`src/sv/time_of_day_duty_schedule_macros.svh`:
```
// Assertion macros for the time-of-day duty schedule block.
// A macro expects clk and rst_n in the scope where it is used.
`ifndef TIME_OF_DAY_DUTY_SCHEDULE_MACROS_SVH
`define TIME_OF_DAY_DUTY_SCHEDULE_MACROS_SVH

`ifndef SYNTH

// same-cycle implication
`define TODS_ASSERT(label, ante, cons) \
    label: assert property (@(posedge clk) disable iff (!rst_n) (ante) |-> (cons)) \
        else $error("tods: check failed");

// next-cycle implication
`define TODS_ASSERT_NEXT(label, ante, cons) \
    label: assert property (@(posedge clk) disable iff (!rst_n) (ante) |=> (cons)) \
        else $error("tods: check failed");

`else

`define TODS_ASSERT(label, ante, cons)
`define TODS_ASSERT_NEXT(label, ante, cons)

`endif

`endif

```
`src/sv/tods_pkg.sv`:
```
`timescale 1ns / 1ps

package tods_pkg;

    localparam int SLOT_COUNT_DEF   = 144;
    localparam int BITMAP_BYTES_DEF = 18;

    localparam int SEC_PER_MIN   = 60;
    localparam int MIN_PER_HOUR  = 60;
    localparam int HOUR_PER_DAY  = 24;
    localparam int SLOTS_PER_HR  = 6;
    localparam int MIN_PER_SLOT  = 10;
    localparam int SLOT_SECONDS  = MIN_PER_SLOT * SEC_PER_MIN;
    localparam int IDLE_W        = 17;

    // largest hour*6 + minute/10 + 1 from 5-bit hour and 6-bit minute
    localparam int SLOT_RAW_MAX  = 31 * SLOTS_PER_HR + 63 / MIN_PER_SLOT + 1;

    localparam logic [1:0] KIND_TICK  = 2'd0;
    localparam logic [1:0] KIND_SET   = 2'd1;
    localparam logic [1:0] KIND_SCHED = 2'd2;

    typedef struct packed {
        logic [1:0] kind;
        logic [4:0] set_hour;
        logic [5:0] set_minute;
        logic [5:0] set_second;
        logic [4:0] byte_index;
        logic [7:0] byte_value;
    } item_t;

    typedef struct packed {
        logic [4:0]        hour_now;
        logic [5:0]        minute_now;
        logic [5:0]        second_now;
        logic [15:0]       day_count;
        logic              active_now;
        logic              rose_active;
        logic [31:0]       active_seconds;
        logic [IDLE_W-1:0] idle_seconds;
    } result_t;

    typedef struct packed {
        logic [4:0] hour;
        logic [5:0] minute;
        logic [5:0] second;
    } tod_t;

    function automatic logic [2:0] div10(input logic [5:0] m);
        logic [2:0] q;
        q = 3'd0;
        if (m >= 6'd10) q = 3'd1;
        if (m >= 6'd20) q = 3'd2;
        if (m >= 6'd30) q = 3'd3;
        if (m >= 6'd40) q = 3'd4;
        if (m >= 6'd50) q = 3'd5;
        if (m >= 6'd60) q = 3'd6;
        return q;
    endfunction

    function automatic logic [3:0] mod10(input logic [5:0] m);
        logic [5:0] tens;
        tens = 6'(div10(m)) * 6'(MIN_PER_SLOT);
        return 4'(m - tens);
    endfunction

endpackage

```
`src/sv/tods_time.sv`:
```
`timescale 1ns / 1ps

module tods_time (
    input  logic            clk,
    input  logic            rst_n,
    input  logic            tick,
    input  logic            load,
    input  tods_pkg::tod_t  load_time,
    output tods_pkg::tod_t  now,
    output logic [15:0]     days
);
    import tods_pkg::*;

    tod_t        time_reg;
    tod_t        time_next;
    logic [15:0] days_reg;
    logic [15:0] days_next;

    logic [6:0]  sec_inc;
    logic [6:0]  min_inc;
    logic [5:0]  hour_inc;

    always_comb
    begin
        time_next = time_reg;
        days_next = days_reg;
        sec_inc   = {1'b0, time_reg.second} + 7'd1;
        min_inc   = {1'b0, time_reg.minute};
        hour_inc  = {1'b0, time_reg.hour};

        // carries ripple second -> minute -> hour -> day
        if (sec_inc >= 7'(SEC_PER_MIN))
        begin
            time_next.second = 6'd0;
            min_inc          = min_inc + 7'd1;
        end
        else
        begin
            time_next.second = sec_inc[5:0];
        end

        if (min_inc >= 7'(MIN_PER_HOUR))
        begin
            time_next.minute = 6'd0;
            hour_inc         = hour_inc + 6'd1;
        end
        else
        begin
            time_next.minute = min_inc[5:0];
        end

        if (hour_inc >= 6'(HOUR_PER_DAY))
        begin
            time_next.hour = 5'd0;
            days_next      = days_reg + 16'd1;
        end
        else
        begin
            time_next.hour = hour_inc[4:0];
        end

        if (!tick)
        begin
            time_next = load ? load_time : time_reg;
            days_next = days_reg;
        end
    end

    always_ff @(posedge clk or negedge rst_n)
    begin
        if (!rst_n)
        begin
            time_reg <= '0;
            days_reg <= '0;
        end
        else
        begin
            time_reg <= time_next;
            days_reg <= days_next;
        end
    end

    assign now  = time_reg;
    assign days = days_reg;

endmodule

```
`src/sv/tods_bitmap.sv`:
```
`timescale 1ns / 1ps

module tods_bitmap #(
    parameter int SLOT_COUNT   = tods_pkg::SLOT_COUNT_DEF,
    parameter int BITMAP_BYTES = tods_pkg::BITMAP_BYTES_DEF,
    parameter int SLOT_W       = $clog2(SLOT_COUNT + tods_pkg::SLOT_RAW_MAX + 1)
) (
    input  logic              clk,
    input  logic              rst_n,
    input  logic              wr_en,
    input  logic [4:0]        wr_index,
    input  logic [7:0]        wr_data,
    input  logic              rd_en,
    input  logic [SLOT_W-1:0] rd_slot,
    output logic [7:0]        rd_byte
);
    import tods_pkg::*;

    localparam int AW = (BITMAP_BYTES > 1) ? $clog2(BITMAP_BYTES) : 1;

    logic [7:0]              mem [BITMAP_BYTES];
    logic [BITMAP_BYTES-1:0] valid_reg;
    logic [7:0]              data_reg;
    logic                    ok_reg;

    logic                    wr_ok;
    logic [AW-1:0]           wr_addr;
    logic [SLOT_W-4:0]       rd_byte_num;
    logic                    rd_in_range;
    logic [AW-1:0]           rd_addr;

    assign wr_ok       = 32'(wr_index) < BITMAP_BYTES;
    assign wr_addr     = AW'(wr_index);
    assign rd_byte_num = rd_slot[SLOT_W-1:3];
    assign rd_in_range = 32'(rd_byte_num) < BITMAP_BYTES;
    assign rd_addr     = AW'(rd_byte_num);

    always_ff @(posedge clk)
    begin
        if (wr_en && wr_ok)
        begin
            mem[wr_addr] <= wr_data;
        end
        if (rd_en)
        begin
            data_reg <= mem[rd_addr];
        end
    end

    // never-written bytes read as zero
    always_ff @(posedge clk or negedge rst_n)
    begin
        if (!rst_n)
        begin
            valid_reg <= '0;
            ok_reg    <= 1'b0;
        end
        else
        begin
            if (wr_en && wr_ok)
            begin
                valid_reg[wr_addr] <= 1'b1;
            end
            if (rd_en)
            begin
                ok_reg <= rd_in_range && valid_reg[rd_addr];
            end
        end
    end

    assign rd_byte = ok_reg ? data_reg : 8'd0;

endmodule

```
`src/sv/time_of_day_duty_schedule.sv`:
```
`timescale 1ns / 1ps

// Time-of-day duty schedule. A tick word advances the clock by one second and
// re-evaluates the active flag (network_ready AND the current 10-minute slot
// bit); a set word loads the time; a schedule word writes one bitmap byte. One
// result word follows every item. Busy time per item is set by the idle scan,
// which walks the slot bitmap one bit per cycle, save when it stops to read a
// new byte through a single byte-wide read port: after a fixed setup and the
// slot wrap, it takes one step per scheduled slot in the run plus one bitmap
// read per byte touched, and it is skipped when the flag is clear. The block
// takes no new word while busy; a finished result waits in an output register.
module time_of_day_duty_schedule #(
    parameter int SLOT_COUNT   = tods_pkg::SLOT_COUNT_DEF,
    parameter int BITMAP_BYTES = tods_pkg::BITMAP_BYTES_DEF
) (
    input  logic              clk,
    input  logic              rst_n,
    input  logic              cfg_we,
    input  logic              cfg_data,
    input  logic              item_valid,
    output logic              item_ready,
    input  tods_pkg::item_t   item,
    output logic              result_valid,
    input  logic              result_ready,
    output tods_pkg::result_t result
);
    import tods_pkg::*;

    localparam int SLOT_W = $clog2(SLOT_COUNT + SLOT_RAW_MAX + 1);
    localparam int RUN_W  = $clog2(SLOT_COUNT + 1);

    localparam logic [2:0] ST_IDLE     = 3'd0;
    localparam logic [2:0] ST_TICK_RD  = 3'd1;
    localparam logic [2:0] ST_TICK_EV  = 3'd2;
    localparam logic [2:0] ST_CALC     = 3'd3;
    localparam logic [2:0] ST_MOD      = 3'd4;
    localparam logic [2:0] ST_SCAN_RD  = 3'd5;
    localparam logic [2:0] ST_SCAN_BIT = 3'd6;
    localparam logic [2:0] ST_FIN      = 3'd7;

    logic [2:0]        state_reg;
    logic [2:0]        state_next;
    logic              net_ready_reg;
    logic              active_reg;
    logic              active_next;
    logic              rose_reg;
    logic              rose_next;
    logic [31:0]       count_reg;
    logic [31:0]       count_next;
    logic [SLOT_W-1:0] slot_reg;
    logic [SLOT_W-1:0] slot_next;
    logic [RUN_W-1:0]  run_reg;
    logic [RUN_W-1:0]  run_next;
    logic [IDLE_W-1:0] idle_reg;
    logic [IDLE_W-1:0] idle_next;
    result_t           result_reg;
    result_t           result_next;
    logic              result_valid_reg;
    logic              result_valid_next;

    logic              accept;
    tod_t              now;
    tod_t              load_time;
    logic [15:0]       days;

    logic              bm_rd_en;
    logic [SLOT_W-1:0] bm_rd_slot;
    logic [7:0]        bm_rd_byte;

    logic [7:0]        raw_slot;
    logic              slot_bit;
    logic [SLOT_W-1:0] slot_inc;
    logic [5:0]        sec_part;
    logic [9:0]        idle_init;
    logic [IDLE_W:0]   idle_sum;

    assign item_ready = (state_reg == ST_IDLE);
    assign accept     = item_valid && item_ready;

    assign load_time.hour   = item.set_hour;
    assign load_time.minute = item.set_minute;
    assign load_time.second = item.set_second;

    tods_time u_time (
        .clk       (clk),
        .rst_n     (rst_n),
        .tick      (accept && (item.kind == KIND_TICK)),
        .load      (accept && (item.kind == KIND_SET)),
        .load_time (load_time),
        .now       (now),
        .days      (days)
    );

    tods_bitmap #(
        .SLOT_COUNT   (SLOT_COUNT),
        .BITMAP_BYTES (BITMAP_BYTES),
        .SLOT_W       (SLOT_W)
    ) u_bitmap (
        .clk      (clk),
        .rst_n    (rst_n),
        .wr_en    (accept && (item.kind == KIND_SCHED)),
        .wr_index (item.byte_index),
        .wr_data  (item.byte_value),
        .rd_en    (bm_rd_en),
        .rd_slot  (bm_rd_slot),
        .rd_byte  (bm_rd_byte)
    );

    assign raw_slot  = 8'(now.hour) * 8'(SLOTS_PER_HR) + 8'(div10(now.minute));
    assign slot_bit  = (32'(slot_reg) < SLOT_COUNT) && bm_rd_byte[3'd7 - slot_reg[2:0]];
    assign slot_inc  = slot_reg + SLOT_W'(1);
    assign sec_part  = (now.second < 6'(SEC_PER_MIN)) ? 6'(SEC_PER_MIN) - now.second : 6'd0;
    assign idle_init = 10'(4'(MIN_PER_SLOT - 1) - mod10(now.minute)) * 10'(SEC_PER_MIN)
                       + 10'(sec_part);
    assign idle_sum  = (IDLE_W + 1)'(idle_reg) + (IDLE_W + 1)'(SLOT_SECONDS);

    assign bm_rd_en   = (state_reg == ST_TICK_RD) || (state_reg == ST_SCAN_RD);
    assign bm_rd_slot = (state_reg == ST_TICK_RD) ? SLOT_W'(raw_slot) : slot_reg;

    always_comb
    begin
        state_next        = state_reg;
        active_next       = active_reg;
        rose_next         = rose_reg;
        count_next        = count_reg;
        slot_next         = slot_reg;
        run_next          = run_reg;
        idle_next         = idle_reg;
        result_next       = result_reg;
        result_valid_next = result_valid_reg && !result_ready;

        case (state_reg)
            ST_IDLE:
            begin
                if (accept)
                begin
                    rose_next  = 1'b0;
                    state_next = (item.kind == KIND_TICK) ? ST_TICK_RD : ST_CALC;
                end
            end
            ST_TICK_RD:
            begin
                slot_next  = SLOT_W'(raw_slot);
                state_next = ST_TICK_EV;
            end
            ST_TICK_EV:
            begin
                active_next = net_ready_reg && slot_bit;
                if (active_next && !active_reg)
                begin
                    rose_next  = 1'b1;
                    count_next = 32'd1;
                end
                else if (active_next)
                begin
                    count_next = count_reg + 32'd1;
                end
                state_next = ST_CALC;
            end
            ST_CALC:
            begin
                if (!active_reg)
                begin
                    idle_next  = '0;
                    state_next = ST_FIN;
                end
                else
                begin
                    slot_next  = SLOT_W'(raw_slot) + SLOT_W'(1);
                    idle_next  = IDLE_W'(idle_init);
                    run_next   = '0;
                    state_next = ST_MOD;
                end
            end
            ST_MOD:
            begin
                if (32'(slot_reg) >= SLOT_COUNT)
                begin
                    slot_next = slot_reg - SLOT_W'(SLOT_COUNT);
                end
                else
                begin
                    state_next = ST_SCAN_RD;
                end
            end
            ST_SCAN_RD:
            begin
                state_next = ST_SCAN_BIT;
            end
            ST_SCAN_BIT:
            begin
                if ((32'(run_reg) == SLOT_COUNT) || !slot_bit)
                begin
                    state_next = ST_FIN;
                end
                else
                begin
                    idle_next = idle_sum[IDLE_W] ? '1 : idle_sum[IDLE_W-1:0];
                    run_next  = run_reg + RUN_W'(1);
                    slot_next = (32'(slot_inc) == SLOT_COUNT) ? '0 : slot_inc;
                    // a new byte is needed at each byte boundary and at wrap
                    if (slot_next[2:0] == 3'd0)
                    begin
                        state_next = ST_SCAN_RD;
                    end
                end
            end
            ST_FIN:
            begin
                if (!result_valid_reg || result_ready)
                begin
                    result_next.hour_now       = now.hour;
                    result_next.minute_now     = now.minute;
                    result_next.second_now     = now.second;
                    result_next.day_count      = days;
                    result_next.active_now     = active_reg;
                    result_next.rose_active    = rose_reg;
                    result_next.active_seconds = count_reg;
                    result_next.idle_seconds   = idle_reg;
                    result_valid_next          = 1'b1;
                    state_next                 = ST_IDLE;
                end
            end
            default:
            begin
                state_next = ST_IDLE;
            end
        endcase
    end

    always_ff @(posedge clk or negedge rst_n)
    begin
        if (!rst_n)
        begin
            state_reg        <= ST_IDLE;
            net_ready_reg    <= 1'b0;
            active_reg       <= 1'b1;
            rose_reg         <= 1'b0;
            count_reg        <= '0;
            result_valid_reg <= 1'b0;
        end
        else
        begin
            state_reg        <= state_next;
            active_reg       <= active_next;
            rose_reg         <= rose_next;
            count_reg        <= count_next;
            result_valid_reg <= result_valid_next;
            if (cfg_we)
            begin
                net_ready_reg <= cfg_data;
            end
        end
    end

    always_ff @(posedge clk)
    begin
        slot_reg   <= slot_next;
        run_reg    <= run_next;
        idle_reg   <= idle_next;
        result_reg <= result_next;
    end

    assign result_valid = result_valid_reg;
    assign result       = result_reg;

`include "time_of_day_duty_schedule_macros.svh"

    `TODS_ASSERT(a_rose_active, result_valid && result.rose_active, result.active_now)
    `TODS_ASSERT(a_idle_active, result_valid && (result.idle_seconds != '0), result.active_now)
    `TODS_ASSERT(a_run_bound, state_reg == ST_SCAN_BIT, 32'(run_reg) <= SLOT_COUNT)
    `TODS_ASSERT(a_scan_slot, state_reg == ST_SCAN_BIT, 32'(slot_reg) < SLOT_COUNT)
    `TODS_ASSERT_NEXT(a_busy_after_accept, accept, !item_ready)

endmodule
```
`config.mk`:
```
export PLATFORM = sky130hd
export DESIGN_NAME = time_of_day_duty_schedule
export DESIGN_NICKNAME = d
export VERILOG_FILES = /design/src/sv/tods_pkg.sv /design/src/sv/tods_time.sv /design/src/sv/tods_bitmap.sv /design/src/sv/time_of_day_duty_schedule.sv
export VERILOG_INCLUDE_DIRS = /design/src /design/src/sv
export SDC_FILE = /design/constraint.sdc
export NUM_CORES = 1
export LEC_CHECK = 0
export ABC_CLOCK_PERIOD_IN_PS = 6500
export BUFFER_PORTS_ARGS = -buffer_cell sky130_fd_sc_hd__buf_2
export CORE_UTILIZATION = 50
export CTS_CLUSTER_SIZE = 28
export DETAILED_ROUTE_END_ITERATION = 8
export PLACE_DENSITY = 0.71
export SLEW_MARGIN = 10
export SYNTH_ARGS = -nofsm -noshare
export SYNTH_HDL_FRONTEND = slang
export SYNTH_SLANG_ARGS = --single-unit
```
`constraint.sdc`:
```
create_clock -name clk -period 6.5 [get_ports clk]
set_clock_uncertainty 0.05 [all_clocks]
set_input_delay 1.625 -clock clk [delete_from_list [all_inputs] [get_ports clk]]
set_output_delay 1.625 -clock clk [all_outputs]
set_load 0.005 [all_outputs]
```
* Yosys cells after proc, flatten, opt, wreduce, memory -nomap -nowiden *
Memories as Yosys holds them, arrays and structs flattened. A register that Yosys moved wholly into a read port is not among the register bits.
Index checks and enable logic that the tools add are counted.

storage, ports and cells
  bits of input ports = 38
  bits in writable memories = 144
  flip-flop bits (word level) = 209
  output and inout bits = 86
  memory bits (read-only) = 0
  bits in latches = 0
  memories = 1
  logic and storage cells = 166

memories
  name          depth  bits a word  read ports  clocked after Yosys merged registers in  write ports  RTL line           text
  u_bitmap.mem  18     8            1           1                                        1            tods_bitmap.sv:21  logic [7:0] mem [BITMAP_BYTES];

cells by class
  mux-type cells = 51
  $add $sub $neg = 16
  equal/unequal tests = 19
  shift-type cells = 0
  reductions and logical operators = 34
  divide/modulo/power cells = 0
  multipliers = 3
  bitwise gates (word level) = 1
  order comparisons = 18

operator list
  cell                                                                                  count
  17-bit 2-to-1 mux                                                                     4
  32-bit 2-to-1 mux                                                                     2
  9-bit 2-to-1 mux                                                                      5
  9-bit one-hot mux with 4 select lines                                                 1
  17-bit one-hot mux with 2 select lines                                                1
  32-bit by 1-bit adder with 32-bit output (second input constant)                      1
  3-bit 2-to-1 mux                                                                      9
  6-bit 2-to-1 mux                                                                      4
  8-bit 2-to-1 mux                                                                      3
  3-bit one-hot mux with 8 select lines                                                 1
  17-bit by 10-bit adder with 18-bit output (second input constant)                     1
  6-bit by 5-bit greater-or-equal comparator with 1-bit output (second input constant)  3
  6-bit greater-or-equal comparator (second input constant)                             3
  18-bit bitwise OR                                                                     1
  16-bit by 1-bit adder with 16-bit output (second input constant)                      1
  8-bit one-hot mux with 2 select lines                                                 1
  6-bit by 1-bit adder with 7-bit output (second input constant)                        2
  7-bit by 6-bit greater-or-equal comparator with 1-bit output (second input constant)  2
  3-bit == test (second input constant)                                                 4
  5-bit by 6-bit < comparator with 1-bit output (second input constant)                 2
  2-bit inequality test (second input constant)                                         6
  1-bit logical AND                                                                     11
  10-bit by 6-bit adder with 10-bit output                                              1
  10-bit by 4-bit multiplier with 8-bit output (second input constant)                  1
  46 further kinds                                                                      72

* Logic depth before layout (Yosys ltp) *
  depth after elaboration = 14
  depth in mapped cells = 23
  mapped depth without buffers = 22

* Cells and area by module *
From an unflattened synthesis, not the netlist that was laid out.

unflattened totals
  cell total of the unflattened synthesis = 1294
  area, all modules = 17212.8 um2

modules (own cells, without submodules)
  module                     cells an instance  instances  area an instance (um2)  sequential area each (um2)
  time_of_day_duty_schedule  746                1          8354.3                  4520.6
  tods_bitmap                332                1          6732.7                  5039.8
  tods_time                  216                1          2125.8                  825.8

* Least setup slack after synthesis *
No wires, ideal clock.

  kind = input -> register
  start point = in result_ready
  end point = reg result_reg (netlist bit result[0]), enable pin
  buffers on the path = 0
  data arrival time = 5525 ps
  required time = 5912 ps
  stages on the path = 2
  path slack = 387 ps
  cell sequence = nand2b_1 > nor2b_1

on the way
  word-level cells in the longest chain between the ends = 2

RTL lines
  item                                  RTL line                          text
  start: declaration                    time_of_day_duty_schedule.sv:24   input logic result_ready,
  1-bit logical OR                      time_of_day_duty_schedule.sv:210  if (!result_valid_reg || result_ready)
  2-bit AND reduction (no source line)  -
  end signal: assignment                time_of_day_duty_schedule.sv:261  result_reg <= result_next;
  end: declaration                      time_of_day_duty_schedule.sv:56   result_t result_reg;

No other way between the ends.
A chain may end at the register's enable or synchronous reset.

* Worst setup path in the final report *
  start point = reg u_time.time_reg (netlist bit u_time.now[9])
  end point = reg idle_reg[9] (data pin)

on the way
  word-level cells in the longest chain between the ends = 14

RTL lines
  item                                                          RTL line                          text
  start: declaration                                            tods_time.sv:14                   tod_t time_reg;
  start signal: assignment                                      tods_time.sv:78                   time_reg <= time_next;
  6-bit by 4-bit greater-or-equal comparator with 1-bit output  tods_pkg.sv:52                    if (m >= 6'd10) q = 3'd1;
  1-bit 2-to-1 mux                                              tods_pkg.sv:52
  2-bit 2-to-1 mux                                              -
  3-bit 2-to-1 mux (4 in a row)                                 -
  3-bit by 3-bit multiplier with 3-bit output                   tods_pkg.sv:63                    tens = 6'(div10(m)) * 6'(MIN_PER_SLOT);
  4-bit subtractor *                                            tods_pkg.sv:64                    return 4'(m - tens);
  4-bit by 4-bit subtractor with 5-bit output *                 time_of_day_duty_schedule.sv:113  assign idle_init = 10'(4'(MIN_PER_SLOT - 1) - mod10(now.minute)) * 10'(SEC_PER_MIN)
  10-bit by 4-bit multiplier with 8-bit output *                time_of_day_duty_schedule.sv:113
  10-bit by 6-bit adder with 10-bit output *                    time_of_day_duty_schedule.sv:114  + 10'(sec_part);
  10-bit 2-to-1 mux *                                           time_of_day_duty_schedule.sv:162  if (!active_reg)
  17-bit one-hot mux with 2 select lines *                      time_of_day_duty_schedule.sv:132  case (state_reg)
  via idle_next[9]                                              time_of_day_duty_schedule.sv:55   logic [IDLE_W-1:0] idle_next;
  end signal: assignment                                        time_of_day_duty_schedule.sv:260  idle_reg <= idle_next;
  end: declaration                                              time_of_day_duty_schedule.sv:54   logic [IDLE_W-1:0] idle_reg;

The timed path passes the listed nets; every way through them passes the cells marked *.

==> key figures <==
Cells and area
  – Final net count: 1542
  – Largest register FFs: 144
  – P&R area growth vs syn: 13.8%
  – Antenna cell count: 0
  – Most common cell after layout, fill and taps aside: edfxtp_1
  – Most frequent cells in the layout: edfxtp_1, nand2_1, buf_2, nor2_1, dfrtp_1
  – Layout Utilization: 58.2%
  – Final instance area: 0.0191 mm²
  – Share of layout cells above drive strength 1: 17.6%

Critical path
  – Critical Path Sink Type: flip-flop
  – Startpoint types: flip-flop
  – CP arrival: 5.93 ns
  – Req. time, crit path: 6.73 ns
  – Crit Path Class: flip-flop to flip-flop
  – FF-to-FF Start: u_time.now[9]
  – Worst setup startpoint: u_time.now[9]
  – Crit-path max FO: 12

Die
  – Die area: 0.0343 mm²
  – Row cnt: 66
  – Die Ht: 185 µm
  – Boundary Pins: 124
  – DIE WIDTH: 185 µm
  – Core Box Area: 0.0328 mm²
  – Initial core utilization: 51.1%

Logic synthesis
  – Synth Instances: 1339
  – Mux share of post-synthesis cell area: 4.68%
  – Post-synth EDFFs: 270
  – Post-synthesis async set-or-reset flop share: 25.2%
  – Main combinational cell family by area after synthesis: simple AND/OR/NAND/NOR gates
  – Syn. warnings: 0
  – Synth Area in Simple Gates: 13.6%
  – Register area share after synthesis: 61.9%
  – Mapped Nets: 1421
  – Main synth FF type: edfxtp_1
  – Adder-Cell Fraction of Synth Area: 3.60%
  – Post-Synth XOR/XNOR Area: 4.31%
  – Syn Std Cell Area: 0.0168 mm²
  – Mean Syn Cell Area: 12.5 µm²
  – Compound-Gate Fraction of Synth Area: 9.15%
  – Post-synthesis cell type count: 84
  – Post-synthesis register bit count: 361

Global route
  – Antenna violations before repair: 0
  – Grt total ovfl: 0
  – GR peak layer: met2
  – GRT met2 Usage: 35.9%
  – Grt met1 use: 27.7%
  – Number of global-route vias before repair: 10.5k
  – GRT Total Usage: 21.0%
  – Largest net degree at the start of global routing: 75
  – First-pass GRT wire length: 55.8 mm
  – GR Util met3: 2.89%

STA
  – Rel. slew slack: 28.9%
  – Setup_tns: 0 ns
  – Crit path time final: 5.70 ns
  – Hold Slack: 0.371 ns
  – Final Max Slew Viols: 0
  – Setup violations, final: 0
  – Tcrit/Tclk final: 87.8%
  – Least-Margin Pin Slew: 1.07 ns
  – Final Hold Viols: 0
  – Unrepaired setup endpoints after global routing: no
  – Fmax: 0.175 GHz

CTS
  – # Post-CTS Setup Buffers: 0
  – Number of buffers created by CTS: 40
  – H-tree depth: 2
  – Clk root buf: clkbuf_16
  – Clock latency on the worst-skew pair: 0.54 ns
  – CTS Sinks: 361
  – Clock buffer depth: 3
  – Hold_buf cts: 0
  – Post_cts resized: 0
  – Reg clk slew, reported paths: 0.06 ns
  – CTS tree: yes

Detailed routing
  – Routed len/inst: 18.3 µm
  – Detailed Routing Iterations Pass 1: 6
  – Vias/cell: 5.72
  – Antenna-violating nets left: 0
  – Total wire length: 35.2 mm
  – Drc violations: 0
  – Drt initial violations: 764
  – Via Count: 11.0k

Worst hold path
  – Critical hold path startpoint: idle_reg[2]
  – Hold crit path type: flip-flop to flip-flop

Flow run
  – Max-Cap Viols: 0

Placement
  – DP HPWL: 23.5 mm
  – Port-buffer cells: 123
  – Gpl congestion: 0.858
  – Post-DP Area: 0.0178 mm²

Run status
  – Status: complete, no violations
per-stage QoR:
step	cells	setup slack [ns]
final	1930	0.796
after global placement	1860	1.03
after CTS	1930	0.794
after global routing	1930	0.368
after floorplan	1339	0.387
after detailed placement	1860	0.828
cell type report:
class                           instances  area [µm²]
Tap cell                              442         553
Sequential cell                       361       10400
Inverter                               50         188
Fill cell                            2593       13700
Timing Repair Buffer                  134         701
Clock buffer                           52        1090
Clock inverter                         18         186
Multi-Input combinational cell        873        5980
final timing paths:
check                                       end  slack, ns  depth (start not counted)
worst min register to register        result[2]       0.37                          0
worst max-delay path                idle_reg[9]       0.80                         22
worst min-delay path                  result[2]       0.37                          0
min in group asynchronous         u_time.now[5]       0.95                          1
max in group asynchronous       u_time.days[15]       4.23                          2
worst max register to register      idle_reg[9]       0.80                         22
routing by layer:
layer | wire length, µm | share of wire (%) | vias to the layer above
li1 | - | - | 5195
met4 | 738 | 2.1 | 0
met2 | 17300 | 49 | 362
met3 | 1940 | 5.5 | 57
met1 | 15300 | 43 | 5418
met5 | 0 | 0 | -
synthesized netlist by cell type (all sizes together) (4+ instances only):
master / n / area [µm²]
edfxtp: 270 / 8110
nand2: 145 / 544
nor2: 101 / 382
dfrtp: 90 / 2250
o21ai: 61 / 309
a21oi: 59 / 310
nand3: 52 / 273
xnor2: 52 / 455
inv: 50 / 188
ha: 37 / 463
mux2i: 30 / 300
clkbuf: 29 / 109
nor3: 28 / 145
xor2: 28 / 245
buf: 26 / 153
and3: 23 / 154
or2: 23 / 144
a31oi: 21 / 131
mux4: 20 / 450
or3: 16 / 109
nand4: 14 / 87.6
a32oi: 13 / 121
a221oi: 12 / 105
a21o: 11 / 82.6
nand2b: 11 / 68.8
nor2b: 9 / 56.3
and2: 8 / 50.1
o21a: 8 / 60.1
a211oi: 7 / 57.6
fa: 7 / 140
nand3b: 6 / 45.0
and4: 5 / 43.8
a211o: 4 / 35.0
a22oi: 4 / 30.0
and3b: 4 / 36.3
o41ai: 4 / 35.0
worst max-delay path, cell delays in order, from the launching register on:
cell	delay (ns)
dfrtp_1	0.58
or2_2	0.18
a31oi_1	0.07
o221ai_1	0.47
inv_1	0.15
ha_1	0.23
fa_1	0.40
xnor2_1	0.18
xnor2_1	0.15
xor2_1	0.35
xnor2_1	0.22
xnor2_1	0.29
xnor2_1	0.14
fa_1	0.52
inv_1	0.04
ha_1	0.33
a21o_1	0.17
a21oi_1	0.20
xnor2_1	0.18
nand3_1	0.13
xnor2_1	0.18
xnor2_1	0.13
o21ai_0	0.10
logic make-up after synthesis:
kind of cell             Yosys count
AO/OA/AOI/OAI                    234
XOR/XNOR                          81
adder cells (fa/ha/maj)           44
buffers and inverters            105
flip-flops                       361
multiplexers                      53
AND/OR/NAND/NOR                  461
Power is left out: the tool's default activity adds up to more than one toggle a clock period on the data nets, which glitch-free logic cannot reach.
